==> config.mk <==
export PLATFORM = sky130hd
export DESIGN_NAME = grid_snap_with_occupancy_core
export DESIGN_NICKNAME = d
export VERILOG_FILES = /design/src/rtl/core/gso_pkg.sv /design/src/rtl/core/gso_occ_map.sv /design/src/rtl/core/grid_snap_with_occupancy_core.sv
export SDC_FILE = /design/constraint.sdc
export NUM_CORES = 2
export LEC_CHECK = 0
export ABC_AREA = 1
export BUFFER_PORTS_ARGS = -buffer_cell sky130_fd_sc_hd__buf_2
export CORE_MARGIN = 5
export CORE_UTILIZATION = 30
export DETAILED_ROUTE_END_ITERATION = 7
export GPL_TIMING_DRIVEN = 1
export SETUP_SLACK_MARGIN = 0.2
export SLEW_MARGIN = 10
export SYNTH_ARGS = -nofsm -noshare
export SYNTH_HDL_FRONTEND = slang
export SYNTH_SLANG_ARGS = --single-unit
==> constraint.sdc <==
create_clock -name clk -period 15.5 [get_ports clk]
set_input_delay 3.1 -clock clk [delete_from_list [all_inputs] [get_ports clk]]
set_output_delay 3.1 -clock clk [all_outputs]
set_load 0.01 [all_outputs]
==> src/rtl/core/gso_pkg.sv <==
package gso_pkg;

    // item field widths
    localparam int COORD_W  = 14;
    localparam int STATUS_W = 2;

    // largest coordinate that fits the fixed point field
    localparam logic [31:0] COORD_MAX = 32'h0000_3FFF;

    // result status codes
    typedef enum logic [STATUS_W-1:0] {
        ST_KEEP  = 2'd0,
        ST_SNAP  = 2'd1,
        ST_NONE  = 2'd2,
        ST_CLEAR = 2'd3
    } status_t;

    // occupancy map port strobes
    typedef struct packed {
        logic rd_en;
        logic wr_en;
    } map_ctl_t;

endpackage

==> src/rtl/core/gso_occ_map.sv <==
module gso_occ_map #(
    parameter int ROW_BITS  = 6,
    parameter int ROW_WIDTH = 64
) (
    input  logic                  clk,
    input  gso_pkg::map_ctl_t     ctl,
    input  logic [ROW_BITS-1:0]   rd_addr,
    input  logic [ROW_BITS-1:0]   wr_addr,
    input  logic [ROW_WIDTH-1:0]  wr_data,
    output logic [ROW_WIDTH-1:0]  rd_data
);
    import gso_pkg::*;

    localparam int DEPTH = 1 << ROW_BITS;

    logic [ROW_WIDTH-1:0] map_mem [DEPTH];
    logic [ROW_WIDTH-1:0] rd_row_reg;

    // one grid row per word, registered read
    always_ff @(posedge clk)
    begin
        if (ctl.wr_en)
        begin
            map_mem[wr_addr] <= wr_data;
        end
        if (ctl.rd_en)
        begin
            rd_row_reg <= map_mem[rd_addr];
        end
    end

    assign rd_data = rd_row_reg;

endmodule

==> src/rtl/core/grid_snap_with_occupancy_core.sv <==
// place item: corners are tried in turn, each in the grid read in S_RD and checked in S_CHK
//   and each off it skipped in S_RD; a free corner is marked in the check, then S_FIN follows
// clear item: one row zeroed per cycle by the sweep in S_CLR, then S_FIN follows
// one item at a time; in_ready returns as the result enters the output register
// reset: asynchronous, active low; after reset the map is cleared by the same row sweep,
//   during which no item is accepted
module grid_snap_with_occupancy_core #(
    parameter int GRID_X_BITS = 6,
    parameter int GRID_Y_BITS = 6,
    parameter int FRAC_BITS   = 8
) (
    input  logic                         clk,
    input  logic                         rst_n,
    input  logic                         in_valid,
    output logic                         in_ready,
    input  logic                         command,
    input  logic [gso_pkg::COORD_W-1:0]  x_coord,
    input  logic [gso_pkg::COORD_W-1:0]  y_coord,
    output logic                         out_valid,
    input  logic                         out_ready,
    output logic [gso_pkg::COORD_W-1:0]  new_x,
    output logic [gso_pkg::COORD_W-1:0]  new_y,
    output logic [gso_pkg::STATUS_W-1:0] status
);
    import gso_pkg::*;

    localparam int          GRID_W  = 1 << GRID_X_BITS;
    localparam int          GC_W    = COORD_W + 1;
    localparam logic [31:0] FMASK   = (32'd1 << FRAC_BITS) - 32'd1;
    localparam logic [31:0] GRID_WL = 32'd1 << GRID_X_BITS;
    localparam logic [31:0] GRID_HL = 32'd1 << GRID_Y_BITS;

    typedef enum logic [4:0] {
        S_CLR  = 5'b00001,
        S_IDLE = 5'b00010,
        S_RD   = 5'b00100,
        S_CHK  = 5'b01000,
        S_FIN  = 5'b10000
    } state_t;

    state_t                   state_reg, state_next;
    logic [COORD_W-1:0]       x_reg, x_next;
    logic [COORD_W-1:0]       y_reg, y_next;
    logic [1:0]               k_reg, k_next;
    logic                     int_reg, int_next;
    logic                     emit_reg, emit_next;
    logic [GRID_Y_BITS-1:0]   cnt_reg, cnt_next;
    logic [COORD_W-1:0]       res_x_reg, res_x_next;
    logic [COORD_W-1:0]       res_y_reg, res_y_next;
    status_t                  res_st_reg, res_st_next;
    logic                     out_valid_reg, out_valid_next;
    logic [COORD_W-1:0]       out_x_reg, out_x_next;
    logic [COORD_W-1:0]       out_y_reg, out_y_next;
    status_t                  out_st_reg, out_st_next;

    logic [GC_W-1:0]          xd, xu, yd, yu, gx, gy;
    logic [31:0]              gx_fix, gy_fix;
    logic                     in_grid;
    logic                     accept;
    logic                     cell_bit;
    logic [GRID_X_BITS-1:0]   col;
    logic [GRID_Y_BITS-1:0]   row;
    map_ctl_t                 map_ctl;
    logic [GRID_Y_BITS-1:0]   map_wr_addr;
    logic [GRID_W-1:0]        map_wr_data;
    logic [GRID_W-1:0]        map_rd_data;

    // floor and ceiling grid coordinates of the held position
    always_comb
    begin
        xd = GC_W'({1'b0, x_reg} >> FRAC_BITS);
        yd = GC_W'({1'b0, y_reg} >> FRAC_BITS);
        xu = xd + GC_W'((32'(x_reg) & FMASK) != 32'd0);
        yu = yd + GC_W'((32'(y_reg) & FMASK) != 32'd0);
    end

    // current corner: bit 1 picks the x ceiling, bit 0 the y ceiling
    always_comb
    begin
        gx      = k_reg[1] ? xu : xd;
        gy      = k_reg[0] ? yu : yd;
        gx_fix  = 32'(gx) << FRAC_BITS;
        gy_fix  = 32'(gy) << FRAC_BITS;
        in_grid = (32'(gx) < GRID_WL) && (32'(gy) < GRID_HL)
                  && (gx_fix <= COORD_MAX) && (gy_fix <= COORD_MAX);
        col     = gx[GRID_X_BITS-1:0];
        row     = gy[GRID_Y_BITS-1:0];
    end

    assign cell_bit = map_rd_data[col];
    assign accept   = in_valid && in_ready;
    assign in_ready = (state_reg == S_IDLE);

    // map row store
    gso_occ_map #(
        .ROW_BITS  (GRID_Y_BITS),
        .ROW_WIDTH (GRID_W)
    ) u_map (
        .clk     (clk),
        .ctl     (map_ctl),
        .rd_addr (row),
        .wr_addr (map_wr_addr),
        .wr_data (map_wr_data),
        .rd_data (map_rd_data)
    );

    // sequencer
    always_comb
    begin
        state_next     = state_reg;
        x_next         = x_reg;
        y_next         = y_reg;
        k_next         = k_reg;
        int_next       = int_reg;
        emit_next      = emit_reg;
        cnt_next       = cnt_reg;
        res_x_next     = res_x_reg;
        res_y_next     = res_y_reg;
        res_st_next    = res_st_reg;
        map_ctl        = '0;
        map_wr_addr    = row;
        map_wr_data    = map_rd_data | (GRID_W'(1) << col);

        unique case (state_reg)
            S_CLR:
            begin
                map_ctl.wr_en = 1'b1;
                map_wr_addr   = cnt_reg;
                map_wr_data   = '0;
                cnt_next      = cnt_reg + 1'b1;
                if (cnt_reg == '1)
                begin
                    res_x_next  = '0;
                    res_y_next  = '0;
                    res_st_next = ST_CLEAR;
                    state_next  = emit_reg ? S_FIN : S_IDLE;
                end
            end
            S_IDLE:
            begin
                if (accept)
                begin
                    if (command)
                    begin
                        emit_next  = 1'b1;
                        cnt_next   = '0;
                        state_next = S_CLR;
                    end
                    else
                    begin
                        x_next     = x_coord;
                        y_next     = y_coord;
                        k_next     = '0;
                        int_next   = ((32'(x_coord) & FMASK) == 32'd0)
                                     && ((32'(y_coord) & FMASK) == 32'd0);
                        state_next = S_RD;
                    end
                end
            end
            S_RD:
            begin
                res_x_next = x_reg;
                res_y_next = y_reg;
                if (in_grid)
                begin
                    map_ctl.rd_en = 1'b1;
                    state_next    = S_CHK;
                end
                else if (int_reg)
                begin
                    res_st_next = ST_KEEP;
                    state_next  = S_FIN;
                end
                else if (k_reg == 2'd3)
                begin
                    res_st_next = ST_NONE;
                    state_next  = S_FIN;
                end
                else
                begin
                    k_next = k_reg + 2'd1;
                end
            end
            S_CHK:
            begin
                if (!cell_bit)
                begin
                    // free corner: mark it and move there
                    map_ctl.wr_en = 1'b1;
                    if (int_reg)
                    begin
                        res_st_next = ST_KEEP;
                    end
                    else
                    begin
                        res_x_next  = gx_fix[COORD_W-1:0];
                        res_y_next  = gy_fix[COORD_W-1:0];
                        res_st_next = ST_SNAP;
                    end
                    state_next = S_FIN;
                end
                else if (int_reg)
                begin
                    res_st_next = ST_KEEP;
                    state_next  = S_FIN;
                end
                else if (k_reg == 2'd3)
                begin
                    res_st_next = ST_NONE;
                    state_next  = S_FIN;
                end
                else
                begin
                    k_next     = k_reg + 2'd1;
                    state_next = S_RD;
                end
            end
            S_FIN:
            begin
                if (!out_valid_reg || out_ready)
                begin
                    emit_next  = 1'b0;
                    state_next = S_IDLE;
                end
            end
            default:
            begin
                state_next = S_IDLE;
            end
        endcase
    end

    // output register
    always_comb
    begin
        out_valid_next = out_valid_reg && !out_ready;
        out_x_next     = out_x_reg;
        out_y_next     = out_y_reg;
        out_st_next    = out_st_reg;
        if (state_reg == S_FIN && (!out_valid_reg || out_ready))
        begin
            out_valid_next = 1'b1;
            out_x_next     = res_x_reg;
            out_y_next     = res_y_reg;
            out_st_next    = res_st_reg;
        end
    end

    // control state
    always_ff @(posedge clk or negedge rst_n)
    begin
        if (!rst_n)
        begin
            state_reg     <= S_CLR;
            cnt_reg       <= '0;
            emit_reg      <= 1'b0;
            out_valid_reg <= 1'b0;
            k_reg         <= '0;
            int_reg       <= 1'b0;
        end
        else
        begin
            state_reg     <= state_next;
            cnt_reg       <= cnt_next;
            emit_reg      <= emit_next;
            out_valid_reg <= out_valid_next;
            k_reg         <= k_next;
            int_reg       <= int_next;
        end
    end

    // payload
    always_ff @(posedge clk)
    begin
        x_reg      <= x_next;
        y_reg      <= y_next;
        res_x_reg  <= res_x_next;
        res_y_reg  <= res_y_next;
        res_st_reg <= res_st_next;
        out_x_reg  <= out_x_next;
        out_y_reg  <= out_y_next;
        out_st_reg <= out_st_next;
    end

    assign out_valid = out_valid_reg;
    assign new_x     = out_x_reg;
    assign new_y     = out_y_reg;
    assign status    = out_st_reg;

    // a result only appears after the sequencer finished an item
    assert property (@(posedge clk) disable iff (!rst_n)
        $rose(out_valid_reg) |-> $past(state_reg == S_FIN))
        else $error("result raised outside finish state");

    // a clear item starts the row sweep
    assert property (@(posedge clk) disable iff (!rst_n)
        (accept && command) |=> (state_reg == S_CLR && cnt_reg == '0))
        else $error("clear item did not start sweep");

    // cleared results carry a zero position
    assert property (@(posedge clk) disable iff (!rst_n)
        (out_valid_reg && out_st_reg == ST_CLEAR) |-> (out_x_reg == '0 && out_y_reg == '0))
        else $error("cleared result with nonzero position");

    // snapped positions sit on grid points
    assert property (@(posedge clk) disable iff (!rst_n)
        (out_valid_reg && out_st_reg == ST_SNAP)
        |-> ((32'(out_x_reg) & FMASK) == 32'd0 && (32'(out_y_reg) & FMASK) == 32'd0))
        else $error("snapped result off grid");

    // the map is written only by the sweep or a corner check
    assert property (@(posedge clk) disable iff (!rst_n)
        map_ctl.wr_en |-> (state_reg == S_CLR || (state_reg == S_CHK && !cell_bit)))
        else $error("unexpected map write");

endmodule
==> metrics.md <==
| Metric | Value |
|---|---|
| Post-cts hold buffer count | `0` |
| Initial DRC count | `16.0k` |
| Dominant cells by area after synthesis | `edfxtp_1 77%, o21ai_0 6.2%, nor2_1 5.0%` |
| Vias in the first global route | `101k` |
| Clk buf depth | `4` |
| Avg Cell Area, Syn | `13.9 µm²` |
| CP max FO | `152` |
| H-Tree Depth | `5` |
| Sequential share of the synthesized area | `77.0%` |
| Total Neg Setup Slack | `0 ns` |
| Yosys warns | `0` |
| Tmin final | `6.95 ns` |
| First-pass detailed-route iteration total | `8` |
| Syn Inst Count | `11.9k` |
| Worst Path Arrival | `7.76 ns` |
| Leakage | `57.5 nW` |
| Worst R2R End | `u_map.rd_data[52]` |
| Failing checks | `DRC` |
| CTS root buf | `clkbuf_16` |
| Slew Limit Headroom | `10.1%` |
| Global-route usage over all layers | `17.4%` |
| CTS buffer count | `426` |
| First-pass GRT wire length | `741000 µm` |
| Dpl ws | `8.82 ns` |
| RSZ-0062 raised after global routing | `no` |
| Area delta synth->final | `14.0%` |
| Mapped Area | `166000 µm²` |
| Worst slew pin tran | `1.34 ns` |
| Worst-path clk slew | `0.06 ns` |
| Critical Path RT | `16.31 ns` |
| Type of the worst min-delay path | `flop to flop` |
| HP Start | `res_y_reg[12]` |
| Placer Congestion | `0.841` |
| Via count | `108k` |
| Final Cell Area | `189000 µm²` |
| Min-Delay Endpoint | `new_y[12]` |
| Skew final | `0.0841 ns` |
| Die height | `754 µm` |
| Startpoint Class | `flop` |
| Filler cell count | `52.5k` |
| Starting density of the core | `30.1%` |
| Die W | `754 µm` |
| Max-Cap Viols | `0` |
| Worst r2r path cells | `17` |
| CORE AREA | `552000 µm²` |
| Pin count of the biggest net entering global routing | `213` |
| Seq cells post-synth | `4264` |
| Die area | `569000 µm²` |
| Row count | `273` |
| Total setup buffers inserted after CTS | `0` |
| Hold Slack | `0.415 ns` |
| Placement Cell Area | `176000 µm²` |
| Fmax | `144 MHz` |
| Status | `finished with violations` |
| Drt via density | `5.56` |
| Post-CTS Resized | `0` |
| Layout Nets | `11.8k` |
| Leading area contributor after synthesis | `edfxtp_1` |
| Crit path capture type | `flop` |
| PD cells | `169 nW/µm²` |
| CTS tree | `done` |
| Final routed DRC violation total | `3` |
| Ports | `65` |
| Syn nets | `12.0k` |
| Antenna violations before repair | `11` |
| Post-route worst setup slack | `8.55 ns` |
| Grt total ovfl | `0` |
| Synth cell types | `36` |
| CP Class | `flop to flop` |
| DP HPWL | `245000 µm` |
| Area share of the largest cell type after synthesis | `76.8%` |
| Layout cell share with drive strength beyond 1 | `9.13%` |
| Worst R2R Setup Slack | `8.55 ns` |
| Clk_lat worst skew | `1.01 ns` |
| Final period util | `44.9%` |
| Fin. Hold Viols | `0` |
| Max FFs per register | `4096` |
| Max-slew violations | `0` |
| Hold path cells | `0` |
| R2R Path Start | `y_reg[5]` |
| Detail Route Antenna Nets | `0` |
| CTS sink count | `4264` |
| Final setup fails | `0` |
| Post-Route WL | `522000 µm` |
| Worst vdd ir | `0.229 mV` |
| Routed len/inst | `26.9 µm` |
| I/O Buffers | `64` |
| Top reg by flops | `u_map.map_mem` |
==> cell usage after synthesis, drive strengths merged <==
library cell  number
edfxtp          4248
nor2            2217
o21ai           2073
clkbuf           790
o221ai           638
nand3            563
o22ai            398
o211ai           386
nand2            238
buf              137
inv               82
a31oi             59
nor3              25
a21oi             17
dfrtp             15
nor4               9
nand4              7
xor2               7
ha                 6
clkinv             2
nor3b              2
a211oi             1
dfstp              1
o21bai             1
o31ai              1
==> worst max path at each step <==
stage               startpoint           endpoint  slack [ns]  depth (start not counted)
floorplan              command           k_reg[1]        9.49                          6
global route          y_reg[5]  u_map.rd_data[57]        8.39                         16
CTS                   y_reg[5]  u_map.rd_data[52]        8.79                         17
global placement      y_reg[5]  u_map.rd_data[52]        8.98                         17
detailed placement    y_reg[4]  u_map.rd_data[52]        8.82                         17
finish                y_reg[5]  u_map.rd_data[52]        8.55                         17
==> stage by stage <==
step                      power, mW  instances  util [%]
after global placement         21.9      18627      31.8
after CTS                      32.0      19400      34.3
after detailed placement       22.0      18630      31.8
final                          32.0      19411      34.3
after global routing           33.3      19409      34.3
after floorplan                19.3      11923         -
==> cells in the final DEF (no fill, tap or decap), types with 5 or more instances in the layout <==
| master | Yosys | layout |
|---|---|---|
| nor4_1 | 8 | 8 |
| a31oi_1 | 59 | 59 |
| inv_16 | 0 | 6 |
| inv_1 | 71 | 70 |
| dfrtp_1 | 15 | 15 |
| inv_6 | 0 | 8 |
| clkinvlp_4 | 0 | 13 |
| nand4_1 | 7 | 7 |
| buf_4 | 3 | 242 |
| nor2_4 | 0 | 124 |
| bufinv_16 | 0 | 34 |
| o221ai_1 | 638 | 638 |
| o21ai_0 | 2072 | 2071 |
| clkinv_8 | 0 | 8 |
| nor2_1 | 2217 | 2093 |
| inv_2 | 11 | 6 |
| o22ai_1 | 398 | 398 |
| nor3_1 | 22 | 22 |
| clkinv_1 | 2 | 112 |
| clkbuf_8 | 0 | 5 |
| clkbuf_1 | 790 | 82 |
| nand2_2 | 9 | 10 |
| edfxtp_1 | 4248 | 4248 |
| ha_1 | 6 | 6 |
| o211ai_1 | 386 | 386 |
| a21oi_4 | 0 | 6 |
| nand3_1 | 560 | 560 |
| a21oi_1 | 17 | 11 |
| clkbuf_16 | 0 | 428 |
| buf_12 | 0 | 47 |
| xor2_4 | 0 | 5 |
| clkinv_2 | 0 | 70 |
| buf_2 | 77 | 64 |
| nand2_1 | 228 | 225 |
| inv_8 | 0 | 6 |
==> cells by family after synthesis <==
logic type               count (synthesis)  share of synthesized area (%)
flip-flops                            4264                           77.0
XOR/XNOR                                 7                         0.0369
AND/OR/NAND/NOR                       3061                           7.43
AO/OA/AOI/OAI                         3574                           13.1
buffers and inverters                 1011                           2.35
adder cells (fa/ha/maj)                  6                         0.0452
==> worst max-delay path, stage by stage, from the launching register on <==
cell	delay (ns)
edfxtp_1	0.38
nor4_1	0.30
nand3_1	0.19
ha_1	0.24
ha_1	0.28
nand2_1	0.09
o21ai_4	0.14
buf_4	0.66
buf_4	0.65
buf_12	0.62
buf_4	0.71
buf_4	0.78
o21ai_0	0.26
o221ai_1	0.26
nand3_1	0.11
nand3_1	0.12
nand3_1	0.40
nand2_1	0.20
==> layer usage <==
layer | GRT usage [%] | part of all wire [%] | vias to the layer above
li1 | - | - | 45624
met1 | 24.2 | 40 | 54905
met2 | 27.2 | 45 | 6396
met3 | 3.63 | 11 | 1020
met4 | 5.78 | 3.6 | 2
met5 | 0 | 0.0025 | -
==> final cells by class <==
type                            instances  area, µm²  share of cell area (%)
Timing Repair Buffer                  355       3130                    1.65
Clock buffer                          515      11100                    5.85
Tap cell                             7287       9120                    4.81
Clock inverter                        255       2290                    1.21
Sequential cell                      4264     128000                    67.5
Multi-Input combinational cell       6648      35500                    18.7
Antenna cell                            3       7.51                 0.00396
Inverter                               84        363                   0.192
==> where the power goes <==
| group | internal [mW] | switching, mW | total, mW |
|---|---|---|---|
| Clock | 5.65 | 4.40 | 10.0 |
| Sequential | 13.6 | 0.119 | 13.7 |
| Combinational | 2.03 | 6.21 | 8.24 |
Note: power is estimated with default switching activity, not from simulation.
